[config.mk]
export PLATFORM = sky130hd
export DESIGN_NAME = fit_allocator_with_coalescing_core
export DESIGN_NICKNAME = d
export VERILOG_FILES = /design/src/rtl/fac_pkg.sv /design/src/rtl/fac_cell.sv /design/src/rtl/fac_ctrl.sv /design/src/rtl/fit_allocator_with_coalescing_core.sv
export SDC_FILE = /design/constraint.sdc
export NUM_CORES = 2
export LEC_CHECK = 0
export BUFFER_PORTS_ARGS = -buffer_cell sky130_fd_sc_hd__buf_2
export CAP_MARGIN = 10
export CORE_UTILIZATION = 28
export CTS_BUF_LIST = sky130_fd_sc_hd__clkbuf_4 sky130_fd_sc_hd__clkbuf_8
export DETAILED_ROUTE_END_ITERATION = 16
export GPL_TIMING_DRIVEN = 0
export PLACE_DENSITY_LB_ADDON = 0.12
export SYNTH_ARGS = -nofsm -noshare
export SYNTH_HDL_FRONTEND = slang
export SYNTH_SLANG_ARGS = --single-unit
[constraint.sdc]
create_clock -name clk -period 8.2 [get_ports clk]
set_clock_uncertainty 0.1 [all_clocks]
set_input_delay 0.82 -clock clk [delete_from_list [all_inputs] [get_ports clk]]
set_output_delay 0.82 -clock clk [all_outputs]
set_load 0.01 [all_outputs]
[src/rtl/fac_pkg.sv]
// Shared types, sizes and codes for the fit allocator.
// No dependencies; used by fac_cell, fac_ctrl and the top level.
package fac_pkg;

    localparam int MAX_BLOCKS = 16;
    localparam int OWNER_BITS = 8;
    localparam int IDX_W      = $clog2(MAX_BLOCKS);
    localparam int CNT_W      = $clog2(MAX_BLOCKS + 1);
    localparam int OFF_W      = 16;
    localparam int SIZE_W     = 17;
    localparam logic [SIZE_W-1:0] CAP_MAX   = 17'h10000;
    localparam logic [SIZE_W-1:0] CAP_RESET = 17'd1024;

    // Result status codes
    typedef enum logic [2:0] {
        STAT_ALLOC = 3'd0,
        STAT_REL   = 3'd1,
        STAT_OOM   = 3'd2,
        STAT_NOOWN = 3'd3,
        STAT_FULL  = 3'd4
    } status_t;

    // Register indexes
    localparam logic REG_CAPACITY = 1'b0;
    localparam logic REG_POLICY   = 1'b1;

    // Allocate/release kind
    localparam logic ACT_ALLOC   = 1'b0;
    localparam logic ACT_RELEASE = 1'b1;

    typedef struct packed {
        logic [OFF_W-1:0]      offset;
        logic [SIZE_W-1:0]     size;
        logic                  free;
        logic [OWNER_BITS-1:0] owner;
    } entry_t;

    typedef enum logic [2:0] {
        CMD_HOLD,
        CMD_INIT,
        CMD_ALLOC,
        CMD_RELEASE,
        CMD_MERGE
    } cell_op_t;

    // Broadcast from the controller to every cell
    typedef struct packed {
        cell_op_t              op;
        logic [IDX_W-1:0]      pick;
        logic                  split;
        logic [SIZE_W-1:0]     req;
        logic [OWNER_BITS-1:0] owner;
        logic [SIZE_W-1:0]     cap;
        logic [CNT_W-1:0]      count;
    } cell_cmd_t;

    typedef enum logic [2:0] {
        ST_BOOT,
        ST_IDLE,
        ST_SCAN,
        ST_COMMIT,
        ST_RELEASE,
        ST_MERGE,
        ST_DONE
    } state_t;

endpackage

[src/rtl/fac_cell.sv]
// One table entry of the allocator; shifts with its neighbors on split/merge.
// Depends on fac_pkg.
module fac_cell
(
    input  logic                          clk,
    input  logic                          rst_n,
    input  logic [fac_pkg::IDX_W-1:0]     idx,
    input  fac_pkg::cell_cmd_t            cmd,
    input  fac_pkg::entry_t               left_entry,
    input  fac_pkg::entry_t               right_entry,
    output fac_pkg::entry_t               entry,
    output logic                          fit,
    output logic [fac_pkg::SIZE_W-1:0]    leftover,
    output logic                          match
);

    fac_pkg::entry_t entry_reg;
    fac_pkg::entry_t entry_next;
    logic            valid;
    logic [fac_pkg::CNT_W-1:0] my_pos;
    logic [fac_pkg::CNT_W-1:0] pick_pos;

    assign my_pos   = fac_pkg::CNT_W'(idx);
    assign pick_pos = fac_pkg::CNT_W'(cmd.pick);
    assign valid    = my_pos < cmd.count;

    // compare terms toward the controller
    assign entry    = entry_reg;
    assign fit      = valid && entry_reg.free && (entry_reg.size >= cmd.req);
    assign leftover = entry_reg.size - cmd.req;
    assign match    = valid && (entry_reg.owner == cmd.owner);

    // entry update
    always_comb
    begin
        entry_next = entry_reg;
        case (cmd.op)
            fac_pkg::CMD_INIT:
            begin
                entry_next = '0;
                if (idx == '0)
                begin
                    entry_next.size = cmd.cap;
                    entry_next.free = 1'b1;
                end
            end
            fac_pkg::CMD_ALLOC:
            begin
                if (my_pos == pick_pos)
                begin
                    entry_next.free  = 1'b0;
                    entry_next.size  = cmd.req;
                    entry_next.owner = cmd.owner;
                end
                else if (cmd.split && (my_pos == pick_pos + 1'b1))
                begin
                    // remainder of the picked block
                    entry_next.offset = left_entry.offset + cmd.req[fac_pkg::OFF_W-1:0];
                    entry_next.size   = left_entry.size - cmd.req;
                    entry_next.free   = 1'b1;
                    entry_next.owner  = '0;
                end
                else if (cmd.split && (my_pos > pick_pos + 1'b1))
                begin
                    entry_next = left_entry;
                end
            end
            fac_pkg::CMD_RELEASE:
            begin
                if (match)
                begin
                    entry_next.free  = 1'b1;
                    entry_next.owner = '0;
                end
            end
            fac_pkg::CMD_MERGE:
            begin
                if (my_pos == pick_pos)
                    entry_next.size = entry_reg.size + right_entry.size;
                else if (my_pos > pick_pos)
                    entry_next = right_entry;
            end
            default:
            begin
                entry_next = entry_reg;
            end
        endcase
    end

    always_ff @(posedge clk or negedge rst_n)
    begin
        if (!rst_n)
            entry_reg <= '0;
        else
            entry_reg <= entry_next;
    end

endmodule

[src/rtl/fac_ctrl.sv]
// Request sequencer: config registers, fit scan, split/merge commands, result register.
// Depends on fac_pkg.
module fac_ctrl
(
    input  logic                              clk,
    input  logic                              rst_n,
    // request stream
    input  logic                              s_tvalid,
    output logic                              s_tready,
    input  logic [fac_pkg::SIZE_W-1:0]        in_req,
    input  logic [fac_pkg::OWNER_BITS-1:0]    in_owner,
    input  logic                              in_action,
    // result stream
    output logic                              m_tvalid,
    input  logic                              m_tready,
    output logic [2:0]                        out_status,
    output logic [fac_pkg::OFF_W-1:0]         out_offset,
    output logic [fac_pkg::SIZE_W-1:0]        out_size,
    // config
    input  logic                              cfg_wr,
    input  logic                              cfg_idx,
    input  logic [31:0]                       cfg_wdata,
    output logic [31:0]                       cfg_rdata,
    // cell row
    output fac_pkg::cell_cmd_t                cmd,
    input  fac_pkg::entry_t                   entries [fac_pkg::MAX_BLOCKS],
    input  logic [fac_pkg::MAX_BLOCKS-1:0]    fit_vec,
    input  logic [fac_pkg::SIZE_W-1:0]        left_vec [fac_pkg::MAX_BLOCKS],
    input  logic [fac_pkg::MAX_BLOCKS-1:0]    match_vec
);

    fac_pkg::state_t state_reg, state_next;
    logic [fac_pkg::CNT_W-1:0]      cnt_reg, cnt_next;
    logic [fac_pkg::IDX_W-1:0]      pick_reg, pick_next;
    logic [fac_pkg::SIZE_W-1:0]     best_reg, best_next;
    logic                           found_reg, found_next;
    logic [fac_pkg::SIZE_W-1:0]     req_reg, req_next;
    logic [fac_pkg::OWNER_BITS-1:0] owner_reg, owner_next;
    logic [fac_pkg::CNT_W-1:0]      count_reg, count_next;
    logic                           policy_reg, policy_next;
    logic [fac_pkg::SIZE_W-1:0]     cap_reg, cap_next;
    fac_pkg::status_t               res_status_reg, res_status_next;
    logic [fac_pkg::OFF_W-1:0]      res_off_reg, res_off_next;
    logic [fac_pkg::SIZE_W-1:0]     res_size_reg, res_size_next;
    logic                           m_valid_reg, m_valid_next;
    logic [2:0]                     m_status_reg, m_status_next;
    logic [fac_pkg::OFF_W-1:0]      m_off_reg, m_off_next;
    logic [fac_pkg::SIZE_W-1:0]     m_size_reg, m_size_next;

    logic [fac_pkg::IDX_W-1:0]      sel;
    logic                           scan_last;
    logic [fac_pkg::SIZE_W-1:0]     cap_wr;
    logic [fac_pkg::SIZE_W-1:0]     orig;
    logic                           split;
    logic                           table_full;
    logic                           pair_any;
    logic [fac_pkg::IDX_W-1:0]      pair_idx;
    logic                           out_free;
    logic                           accept;

    assign sel        = cnt_reg[fac_pkg::IDX_W-1:0];
    assign scan_last  = (cnt_reg + 1'b1) >= count_reg;
    assign cap_wr     = (cfg_wdata[fac_pkg::SIZE_W-1:0] > fac_pkg::CAP_MAX) ?
                        fac_pkg::CAP_MAX : cfg_wdata[fac_pkg::SIZE_W-1:0];
    assign orig       = entries[pick_reg].size;
    assign split      = orig > req_reg;
    assign table_full = count_reg == fac_pkg::CNT_W'(fac_pkg::MAX_BLOCKS);
    assign out_free   = !m_valid_reg || m_tready;
    assign s_tready   = state_reg == fac_pkg::ST_IDLE;
    assign accept     = s_tvalid && s_tready;

    assign m_tvalid   = m_valid_reg;
    assign out_status = m_status_reg;
    assign out_offset = m_off_reg;
    assign out_size   = m_size_reg;
    assign cfg_rdata  = (cfg_idx == fac_pkg::REG_POLICY) ? {31'd0, policy_reg} :
                        {{(32 - fac_pkg::SIZE_W){1'b0}}, cap_reg};

    // first adjacent pair of free blocks
    always_comb
    begin
        pair_any = 1'b0;
        pair_idx = '0;
        for (int i = fac_pkg::MAX_BLOCKS - 2; i >= 0; i--)
        begin
            if (entries[i].free && entries[i + 1].free &&
                (fac_pkg::CNT_W'(i + 1) < count_reg))
            begin
                pair_any = 1'b1;
                pair_idx = fac_pkg::IDX_W'(i);
            end
        end
    end

    // next state
    always_comb
    begin
        state_next = state_reg;
        case (state_reg)
            fac_pkg::ST_BOOT:
                state_next = fac_pkg::ST_IDLE;
            fac_pkg::ST_IDLE:
            begin
                if (accept)
                begin
                    if (in_action == fac_pkg::ACT_RELEASE)
                        state_next = fac_pkg::ST_RELEASE;
                    else if (in_req == '0)
                        state_next = fac_pkg::ST_DONE;
                    else
                        state_next = fac_pkg::ST_SCAN;
                end
            end
            fac_pkg::ST_SCAN:
            begin
                if (scan_last || (fit_vec[sel] && !policy_reg))
                    state_next = fac_pkg::ST_COMMIT;
            end
            fac_pkg::ST_COMMIT:
                state_next = fac_pkg::ST_DONE;
            fac_pkg::ST_RELEASE:
                state_next = (|match_vec) ? fac_pkg::ST_MERGE : fac_pkg::ST_DONE;
            fac_pkg::ST_MERGE:
            begin
                if (!pair_any)
                    state_next = fac_pkg::ST_DONE;
            end
            fac_pkg::ST_DONE:
            begin
                if (out_free)
                    state_next = fac_pkg::ST_IDLE;
            end
            default:
                state_next = fac_pkg::ST_IDLE;
        endcase
    end

    // cell commands
    always_comb
    begin
        cmd       = '0;
        cmd.op    = fac_pkg::CMD_HOLD;
        cmd.pick  = pick_reg;
        cmd.split = split;
        cmd.req   = req_reg;
        cmd.owner = owner_reg;
        cmd.cap   = cap_reg;
        cmd.count = count_reg;
        case (state_reg)
            fac_pkg::ST_BOOT:
                cmd.op = fac_pkg::CMD_INIT;
            fac_pkg::ST_COMMIT:
            begin
                if (found_reg && !(split && table_full))
                    cmd.op = fac_pkg::CMD_ALLOC;
            end
            fac_pkg::ST_RELEASE:
            begin
                if (|match_vec)
                    cmd.op = fac_pkg::CMD_RELEASE;
            end
            fac_pkg::ST_MERGE:
            begin
                if (pair_any)
                begin
                    cmd.op   = fac_pkg::CMD_MERGE;
                    cmd.pick = pair_idx;
                end
            end
            default:
                cmd.op = fac_pkg::CMD_HOLD;
        endcase
        // capacity write reloads the table
        if (cfg_wr && (cfg_idx == fac_pkg::REG_CAPACITY))
        begin
            cmd.op  = fac_pkg::CMD_INIT;
            cmd.cap = cap_wr;
        end
    end

    // datapath registers
    always_comb
    begin
        cnt_next        = cnt_reg;
        pick_next       = pick_reg;
        best_next       = best_reg;
        found_next      = found_reg;
        req_next        = req_reg;
        owner_next      = owner_reg;
        count_next      = count_reg;
        policy_next     = policy_reg;
        cap_next        = cap_reg;
        res_status_next = res_status_reg;
        res_off_next    = res_off_reg;
        res_size_next   = res_size_reg;
        m_valid_next    = m_valid_reg;
        m_status_next   = m_status_reg;
        m_off_next      = m_off_reg;
        m_size_next     = m_size_reg;

        if (m_valid_reg && m_tready)
            m_valid_next = 1'b0;

        case (state_reg)
            fac_pkg::ST_BOOT:
                count_next = fac_pkg::CNT_W'(1);
            fac_pkg::ST_IDLE:
            begin
                if (accept)
                begin
                    req_next        = in_req;
                    owner_next      = in_owner;
                    cnt_next        = '0;
                    found_next      = 1'b0;
                    res_status_next = fac_pkg::STAT_OOM;
                    res_off_next    = '0;
                    res_size_next   = '0;
                end
            end
            fac_pkg::ST_SCAN:
            begin
                if (fit_vec[sel] && (!found_reg || (left_vec[sel] < best_reg)))
                begin
                    if (!(found_reg && !policy_reg))
                    begin
                        pick_next  = sel;
                        best_next  = left_vec[sel];
                        found_next = 1'b1;
                    end
                end
                cnt_next = cnt_reg + 1'b1;
            end
            fac_pkg::ST_COMMIT:
            begin
                if (found_reg)
                begin
                    if (split && table_full)
                        res_status_next = fac_pkg::STAT_FULL;
                    else
                    begin
                        res_status_next = fac_pkg::STAT_ALLOC;
                        res_off_next    = entries[pick_reg].offset;
                        res_size_next   = req_reg;
                        if (split)
                            count_next = count_reg + 1'b1;
                    end
                end
            end
            fac_pkg::ST_RELEASE:
            begin
                if (!(|match_vec))
                    res_status_next = fac_pkg::STAT_NOOWN;
            end
            fac_pkg::ST_MERGE:
            begin
                if (pair_any)
                    count_next = count_reg - 1'b1;
                else
                    res_status_next = fac_pkg::STAT_REL;
            end
            fac_pkg::ST_DONE:
            begin
                if (out_free)
                begin
                    m_valid_next  = 1'b1;
                    m_status_next = res_status_reg;
                    m_off_next    = res_off_reg;
                    m_size_next   = res_size_reg;
                end
            end
            default:
            begin
                cnt_next = cnt_reg;
            end
        endcase

        // register writes
        if (cfg_wr)
        begin
            if (cfg_idx == fac_pkg::REG_CAPACITY)
            begin
                cap_next   = cap_wr;
                count_next = fac_pkg::CNT_W'(1);
            end
            else
                policy_next = cfg_wdata[0];
        end
    end

    // control state
    always_ff @(posedge clk or negedge rst_n)
    begin
        if (!rst_n)
        begin
            state_reg   <= fac_pkg::ST_BOOT;
            count_reg   <= fac_pkg::CNT_W'(1);
            policy_reg  <= 1'b1;
            cap_reg     <= fac_pkg::CAP_RESET;
            m_valid_reg <= 1'b0;
            cnt_reg     <= '0;
            found_reg   <= 1'b0;
        end
        else
        begin
            state_reg   <= state_next;
            count_reg   <= count_next;
            policy_reg  <= policy_next;
            cap_reg     <= cap_next;
            m_valid_reg <= m_valid_next;
            cnt_reg     <= cnt_next;
            found_reg   <= found_next;
        end
    end

    // payload
    always_ff @(posedge clk)
    begin
        pick_reg       <= pick_next;
        best_reg       <= best_next;
        req_reg        <= req_next;
        owner_reg      <= owner_next;
        res_status_reg <= res_status_next;
        res_off_reg    <= res_off_next;
        res_size_reg   <= res_size_next;
        m_status_reg   <= m_status_next;
        m_off_reg      <= m_off_next;
        m_size_reg     <= m_size_next;
    end

endmodule

[src/rtl/fit_allocator_with_coalescing_core.sv]
// Fit allocator with coalescing: top level joining the sequencer and the row of table cells.
// Depends on fac_pkg, fac_cell and fac_ctrl.
//
// Each request is taken only while the sequencer is idle. An allocate walks the
// table one entry per cycle over the current block count (first fit stops at the
// first block that fits; a zero-byte request skips the walk). A release that
// matches no block goes straight to its result; else the merge state then merges
// neighboring free blocks pair by pair until no free pair is left. A request can
// also wait for the output register to empty before it finishes. Splits, frees
// and merges are applied by all cells at once, each cell taking its neighbor's
// entry where the table shifts. After reset the table is loaded in the boot
// state; writing total_capacity reloads it at once. A finished result waits in
// the output register while the next request is worked on.
module fit_allocator_with_coalescing_core
(
    input  logic        clk,
    input  logic        rst_n,
    // request: tdata = request_size[16:0], owner_id[24:17]; tuser = action
    input  logic        s_tvalid,
    output logic        s_tready,
    input  logic [31:0] s_tdata,
    input  logic        s_tuser,
    // result: tdata = block_offset[15:0], block_size[32:16]; tuser = status
    output logic        m_tvalid,
    input  logic        m_tready,
    output logic [39:0] m_tdata,
    output logic [2:0]  m_tuser,
    // configuration
    input  logic        psel,
    input  logic        penable,
    input  logic        pwrite,
    input  logic [2:0]  paddr,
    input  logic [31:0] pwdata,
    output logic [31:0] prdata,
    output logic        pready
);

    fac_pkg::cell_cmd_t                  cmd;
    fac_pkg::entry_t                     entries  [fac_pkg::MAX_BLOCKS];
    logic [fac_pkg::SIZE_W-1:0]          left_vec [fac_pkg::MAX_BLOCKS];
    logic [fac_pkg::MAX_BLOCKS-1:0]      fit_vec;
    logic [fac_pkg::MAX_BLOCKS-1:0]      match_vec;
    logic [fac_pkg::OFF_W-1:0]           out_offset;
    logic [fac_pkg::SIZE_W-1:0]          out_size;
    logic                                cfg_wr;

    assign pready  = 1'b1;
    assign cfg_wr  = psel && penable && pwrite;
    assign m_tdata = {7'd0, out_size, out_offset};

    fac_ctrl u_ctrl
    (
        .clk        (clk),
        .rst_n      (rst_n),
        .s_tvalid   (s_tvalid),
        .s_tready   (s_tready),
        .in_req     (s_tdata[16:0]),
        .in_owner   (fac_pkg::OWNER_BITS'(s_tdata[24:17])),
        .in_action  (s_tuser),
        .m_tvalid   (m_tvalid),
        .m_tready   (m_tready),
        .out_status (m_tuser),
        .out_offset (out_offset),
        .out_size   (out_size),
        .cfg_wr     (cfg_wr),
        .cfg_idx    (paddr[2]),
        .cfg_wdata  (pwdata),
        .cfg_rdata  (prdata),
        .cmd        (cmd),
        .entries    (entries),
        .fit_vec    (fit_vec),
        .left_vec   (left_vec),
        .match_vec  (match_vec)
    );

    // row of table cells
    for (genvar i = 0; i < fac_pkg::MAX_BLOCKS; i++)
    begin : g_cell
        fac_pkg::entry_t left_in;
        fac_pkg::entry_t right_in;

        if (i == 0)
        begin : g_first
            assign left_in = '0;
        end
        else
        begin : g_mid_l
            assign left_in = entries[i - 1];
        end

        if (i == fac_pkg::MAX_BLOCKS - 1)
        begin : g_last
            assign right_in = '0;
        end
        else
        begin : g_mid_r
            assign right_in = entries[i + 1];
        end

        fac_cell u_cell
        (
            .clk         (clk),
            .rst_n       (rst_n),
            .idx         (fac_pkg::IDX_W'(i)),
            .cmd         (cmd),
            .left_entry  (left_in),
            .right_entry (right_in),
            .entry       (entries[i]),
            .fit         (fit_vec[i]),
            .leftover    (left_vec[i]),
            .match       (match_vec[i])
        );
    end

endmodule

Yosys cells after proc, flatten, opt, wreduce, memory -nomap -nowiden:

Index checks and enable logic that the tools add are counted.

* logic and storage cells: 840
* input bits: 75
* output and inout bits: 78
* register bits: 823

* add/sub/neg operators: 51
* muxes and demuxes: 261
* reductions and logical operators: 195
* $lt $le $gt $ge: 71
* bitwise logic cells: 4
* eq/ne operators: 177

Operator list (count)
* $mux 42: 50
* $pmux 33 s3: 16
* $pmux 9 s4: 16
* $mux 16: 35
* $mux 26: 16
* $mux 17: 24
* $mux 9: 32
* $ge 17x17->1: 16
* $sub 17x17->17: 16
* $add 17x17->17: 15
* $add 16x16->16: 15
* $bmux 42 s4: 1
* $reduce_and 5->1: 33
* $eq 8x8->1: 16
* $logic_and 1x1->1: 120
* $ne 3x1->1 const B: 31
* $ne 2x2->1 const B: 37
* $ne 2x1->1 const B: 36
* $bmux 17 s4: 1
* $mux 4: 16
* $ne 4x1->1 const B: 16
* $reduce_and 3->1: 16
* $eq 4x5->1 const A: 8
* $gt 4x5->1 const A: 8
* 58 further kinds: 169

Longest topological paths before layout:

* word-level depth: 26
* gate-level depth with buffers: 26
* mapped depth without buffers: 26

Modules after synthesis:

From an unflattened synthesis, not the netlist that was laid out.

* cell total of the unflattened synthesis: 14075
* area, all modules: 113477.6 um^2

By module, submodules not included
* fac_cell at g_cell[0].u_cell ...: times used 8, area an instance 6226.0 um^2, cells each 809, sequential area each 1051.0 um^2
* fac_cell at g_cell[3].u_cell ...: times used 5, area an instance 6292.3 um^2, cells each 815, sequential area each 1051.0 um^2
* fac_ctrl: times used 1, area an instance 13571.8 um^2, cells each 1066, sequential area each 4372.9 um^2
* fac_cell at g_cell[11].u_cell: times used 1, area an instance 6348.6 um^2, cells each 849, sequential area each 1051.0 um^2
* fac_cell at g_cell[8].u_cell: times used 1, area an instance 6132.1 um^2, cells each 796, sequential area each 1051.0 um^2
* fac_cell at g_cell[9].u_cell: times used 1, area an instance 6082.1 um^2, cells each 806, sequential area each 1051.0 um^2
* fit_allocator_with_coalescing_core: times used 1, area an instance 73.8 um^2, cells each 11, sequential area each 0.0 um^2

Worst setup path after synthesis:

No wires, ideal clock.

* kind: register to register
* start point: register u_ctrl.req_reg[1] (netlist bit)
* end point: register u_ctrl.best_reg[0] (netlist bit), enable pin
* cell stages (with the launch flop): 24
* setup time: 0.432 ns
* setup slack: -0.185 ns
* arrival time: 7.853 ns
* path buffers: 1
* data required time: 7.668 ns
* period minus slack after synthesis: 8.385 ns
* path through: edfxtp_1 -> clkbuf_1 -> inv_1 -> ha_1 -> nor2b_1 -> o21a_1 -> o21a_1 -> o31ai_1 -> a21boi_0 -> o41ai_1 -> xnor2_1 -> mux4_2 -> mux2_2 -> o221a_2 -> ha_1 -> a21oi_1 -> nor2b_1 -> o21ai_0 -> nand2b_1 -> a21oi_1 -> nor2b_1 -> o21ai_0 -> nand4b_1 -> a211oi_1

* word-level cells in the longest chain between the ends: 8
* elaborated cells between the ends (all ways): 57
* classes of those cells: add/sub (16); order compare (17); mux (5); reduce/logical (19)

RTL lines
* start, declared: line fac_ctrl.sv:37 `logic [fac_pkg::SIZE_W-1:0] req_reg, req_next;`
* start signal, assigned: line fac_ctrl.sv:320 `req_reg <= req_next;`
* $sub 17x17->17: line fac_cell.sv:30 `assign leftover = entry_reg.size - cmd.req;`
* $bmux 17 s4: line fac_ctrl.sv:222 `if (fit_vec[sel] && (!found_reg || (left_vec[sel] < best_reg)))`
* $mux 17 (implied by the code) (2 in series): line fac_ctrl.sv:222
* $lt 17x17->1: line fac_ctrl.sv:222
* $logic_or 1x1->1: line fac_ctrl.sv:222
* $logic_and 1x1->1 *: line fac_ctrl.sv:222
* $reduce_and 3->1 (no source line) *
* end signal, assigned: line fac_ctrl.sv:319 `best_reg <= best_next;`
* end, declared: line fac_ctrl.sv:35 `logic [fac_pkg::SIZE_W-1:0] best_reg, best_next;`

Every way passes the cells marked *; elsewhere a longest branch is shown, timed or not. The select of a mux whose other input is x is not followed.
A chain may end at the register's enable or synchronous reset.

Final worst setup path:

* start point: register u_ctrl.cnt_reg[0] (netlist bit)
* end point: register u_ctrl.best_reg[4] (netlist bit), enable pin

* word-level cells in the longest chain between the ends: 8
* elaborated cells between the ends (all ways): 10
* classes of those cells: order compare (1); mux (5); bitwise (1); reduce/logical (3)

RTL lines
* start, declared: line fac_ctrl.sv:33 `logic [fac_pkg::CNT_W-1:0] cnt_reg, cnt_next;`
* start signal, assigned: line fac_ctrl.sv:310 `cnt_reg <= cnt_next;`
* $not 4->5 (implied by the code): line fac_ctrl.sv:222
* $bmux 17 s4: line fac_ctrl.sv:222
* $mux 17 (implied by the code) (2 in series): line fac_ctrl.sv:222
* $lt 17x17->1: line fac_ctrl.sv:222
* $logic_or 1x1->1: line fac_ctrl.sv:222
* $logic_and 1x1->1 *: line fac_ctrl.sv:222
* $reduce_and 3->1 (no source line) *

Marks and branches as above.

==> flow_metrics.py <==
metrics = {
    "synthesis": {
        "ys_ff_latch": 823,
        "synth_edf_count": 118,
        "synthXorXnorAreaFrac_pct": 7.687,
        "synth_simple_gate_area_share_pct": 16.44,
        "synth_adder_area_share_pct": 12.27,
        "ys_seq_area_share_pct": 24.18,
        "syn_inst": 10810,
        "ys_warn_count": 0,
        "syn_area_um2": 87630,
        "avgSynthCellArea_um2": 8.106,
        "synth_cell_type_count": 108,
        "synth-compound-area-share_pct": 26.73,
        "synthArstFlopShare_pct": 85.66,
        "muxShareOfSynthArea_pct": 8.411,
        "synth_top_family_by_area": "compound AO/OA/AOI/OAI gates",
        "yosys_most_used_dff": "dfrtp_1",
    },
    "floorplan": {
        "die_area_um2": 315200,
        "core-area_um2": 311600,
        "start_util_pct": 28.12,
        "die_w_um": 561.4,
        "io_pins": 153,
        "rows": 205,
        "die_h_um": 561.4,
    },
    "detailed_routing": {
        "first_pass_iters": 11,
        "post-route-drc-count": 0,
        "drtAntennaViolNets": 0,
        "viasPerCell": 6.453,
        "finalWirelength_um": 651700,
        "initialDrtViolationCount": 14955,
        "vias": 101273,
        "wl_per_cell_um": 41.53,
    },
    "outcome": {
        "violations": "max-capacitance violations, max-slew violations, negative setup slack",
        "status": "finished with violations",
    },
    "finish": {
        "largest_reg_flops": 672,
        "drive_gt1_share_pct": 10.82,
        "instances_no_fill": 15693,
        "layout.nets": 12233,
        "areaGrowthSynthToFinish_pct": 16.30,
    },
    "sta": {
        "setup_tns_ps": -8445,
        "setup_violations": 79,
        "fin_crit_ps": 8438,
        "hold_viol_final": 0,
        "fmax_ghz": 0.1185,
        "fin_ws_ps": -237.8,
        "timing.slew.headroom_pct": -2.379,
        "worst_pin_slew_ps": 1530,
        "finalMaxSlewViolations": 19,
        "min_period_over_period_pct": 102.9,
    },
    "worst_setup_path": {
        "r2r_cells": 21,
        "endpoint": "u_ctrl.best_reg[4]$_DFFE_PP_",
        "critPathSlowestCell": "clkbuf_2",
        "cp-start-kind": "flop",
        "crit_chain": "clkbuf_2, clkbuf_2, buf_16, buf_4, clkbuf_4, clkbuf_2, a211oi_1, a211oi_1, nor3_1, a21oi_1, ha_1, nor2b_1, o21ai_0, nand2b_1, a21oi_1, nor2b_1, o21ai_0, a211o_1, nand4b_1, a211oi_4, buf_16",
        "crit_start": "u_ctrl.cnt_reg[0]$_DFFE_PN0P_",
        "reg2reg_to": "u_ctrl.best_reg[4]$_DFFE_PP_",
        "slowest_delay_ps": 830,
        "ff2ff_setup_slack_ps": -240,
        "required_ps": 8780,
        "cp_max_fo": 17,
        "cpMostUsedCell": "clkbuf_2",
        "arrival_ps": 9020,
        "r2r_start": "u_ctrl.cnt_reg[0]$_DFFE_PN0P_",
        "crit_type": "flop to flop",
        "cp-end-kind": "flop",
    },
    "clock_network": {
        "clk_path_buf_depth": 4,
        "cts-root-buf": "clkbuf_8",
        "cts_tree": "yes",
        "clk_pin_slew_ps": 60,
        "cts_sinks": 823,
        "ctsHtreeMaxLevel": 4,
        "cts_buffers": 183,
        "insertion_delay_ps": 1120,
    },
    "power": {
        "ir_drop_mv": 0.1609,
        "power_mw": 39.63,
        "leakage_nw": 41.85,
        "powerDensity_nw_per_um2": 388.9,
    },
    "place": {
        "place_inst": 15226,
        "globalplace.congestion": 1.079,
        "dp_hpwl_um": 519500,
        "io_buffers": 104,
    },
    "global_route": {
        "grt_max_degree": 113,
        "grt_usage_pct": 40.00,
        "grt_pass1_vias": 93124,
        "antenna_found_initial": 132,
        "grt-ovfl-total": 0,
        "grt_pass1_wl_um": 856000,
    },
    "flow_run": {
        "cap_violations": 2,
    },
    "worst_hold_path": {
        "holdCritPathClass": "input pin to flop",
    },
}
==> critical path, delay by kind of cell (launching register included) <==
kind,cells,cell delay (ps)
compound gates,8,2640
fa+ha+maj,1,340
buf+inv,7,3490
flops,1,440
simple gates,5,870
==> per-layer routing <==
metal  part of all wire (%)  GRT usage [%]  vias up
met5                  0.092              0        -
met2                     41          58.14     7244
met1                     39          49.97    50653
li1                       -              -    41401
met4                    8.7          29.00       54
met3                     11          12.14     1921
==> logic make-up after synthesis <==
logic type,count (synthesis)
other,2
XOR/XNOR,767
buffers and inverters,952
AND/OR/NAND/NOR,3209
AO/OA/AOI/OAI,3749
flip-flops,823
adder cells (fa/ha/maj),832
multiplexers,476
==> through the flow <==
step / worst slack (ps) / util [%] / area [um2] / hold slack (ps)
4_1_cts: 7.306 / 32.53 / 101400 / 0.9948
3_5_place_dp: -4647 / 31.00 / 96620 / 304.5
2_1_floorplan: 555.5 / - / 87720 / 300.3
3_3_place_gp: -12140 / 29.98 / 93420 / 300.6
5_1_grt: -42.97 / 32.64 / 101700 / 40.73
6_report: -237.8 / 32.70 / 101900 / 39.18
==> final cells by class <==
cell class                 instances  area [um2]
antenna                           87       217.7
buffer                           633        2815
clock buffer                     263        3344
clock inverter                    62       688.2
fill                           33127      209700
inverter                         308        1187
multi-input combinational       9056       63140
sequential                       823       21190
tap                             4140        5180
timing repair buffer             321        4154
==> power by group <==
part           internal (mW)  switching (mW)  total [mW]
clock network           3.03            2.45        5.49
logic                   8.18            17.4        25.6
registers               5.40            3.15        8.55
total                   16.6            23.0        39.6
==> worst min-delay path by stage <==
stage	start	endpoint	slack, ps	cells after the start
6_report	pwdata[6]	u_ctrl.cap_reg[6]$_DFFE_PN0P_	40	2
5_1_grt	pwdata[6]	u_ctrl.cap_reg[6]$_DFFE_PN0P_	40	2
4_1_cts	pwdata[6]	u_ctrl.cap_reg[6]$_DFFE_PN0P_	1	2
3_5_place_dp	u_ctrl.res_off_reg[10]$_SDFFCE_PN0P_	u_ctrl.out_offset[10]$_DFFE_PP_	300	0
3_3_place_gp	u_ctrl.res_size_reg[2]$_SDFFCE_PN0P_	u_ctrl.out_size[2]$_DFFE_PP_	300	0
2_1_floorplan	u_ctrl.res_off_reg[0]$_SDFFCE_PN0P_	u_ctrl.out_offset[0]$_DFFE_PP_	300	0
==> Yosys cell counts, drive strengths merged (55+ instances only) <==
| library cell | count | area share (%) |
|---|---|---|
| nand2 | 1329 | 5.7 |
| a21oi | 1155 | 6.6 |
| o21ai | 1037 | 5.9 |
| nor2 | 822 | 3.5 |
| ha | 786 | 11 |
| dfrtp | 702 | 20 |
| clkbuf | 512 | 2.2 |
| xnor2 | 473 | 4.7 |
| inv | 308 | 1.3 |
| xor2 | 294 | 2.9 |
| nor3 | 260 | 1.5 |
| a21o | 211 | 1.8 |
| mux4 | 200 | 5.1 |
| mux2i | 193 | 2.2 |
| nand3 | 174 | 0.99 |
| a22oi | 168 | 1.4 |
| a31oi | 154 | 1.1 |
| buf | 132 | 0.76 |
| a211oi | 130 | 1.1 |
| edfxtp | 118 | 4.0 |
| nor2b | 106 | 0.76 |
| a222oi | 102 | 1.2 |
| and3 | 86 | 0.62 |
| o21a | 85 | 0.73 |
| mux2 | 83 | 1.1 |
| o211ai | 82 | 0.71 |
| nand4 | 81 | 0.59 |
| o22ai | 77 | 0.55 |
| nand2b | 74 | 0.53 |
| or3 | 62 | 0.44 |
| nor4 | 60 | 0.51 |
| and2 | 56 | 0.40 |
| o21bai | 55 | 0.48 |
==> placed cells by master (no fill, tap or decap), types with 220 or more instances in the layout <==
cell type / synthesis / routed
nand2_1: 1329 / 1321
a21oi_1: 1155 / 1153
o21ai_0: 967 / 962
nor2_1: 818 / 809
ha_1: 786 / 786
dfrtp_1: 702 / 702
xnor2_1: 472 / 468
clkbuf_1: 512 / 388
inv_1: 306 / 291
xor2_1: 294 / 291
nor3_1: 254 / 249
clkbuf_8: 0 / 220
==> repair_timing <==
item	in CTS	in global routing
resized for setup	92	60
buffers inserted	12	12
hold buffers	35	0
cloned	0	0
setup endpoints to repair	693	348
hold endpoints to repair	113	0
pin swaps	3	6
(Power assumes the default switching activity.)
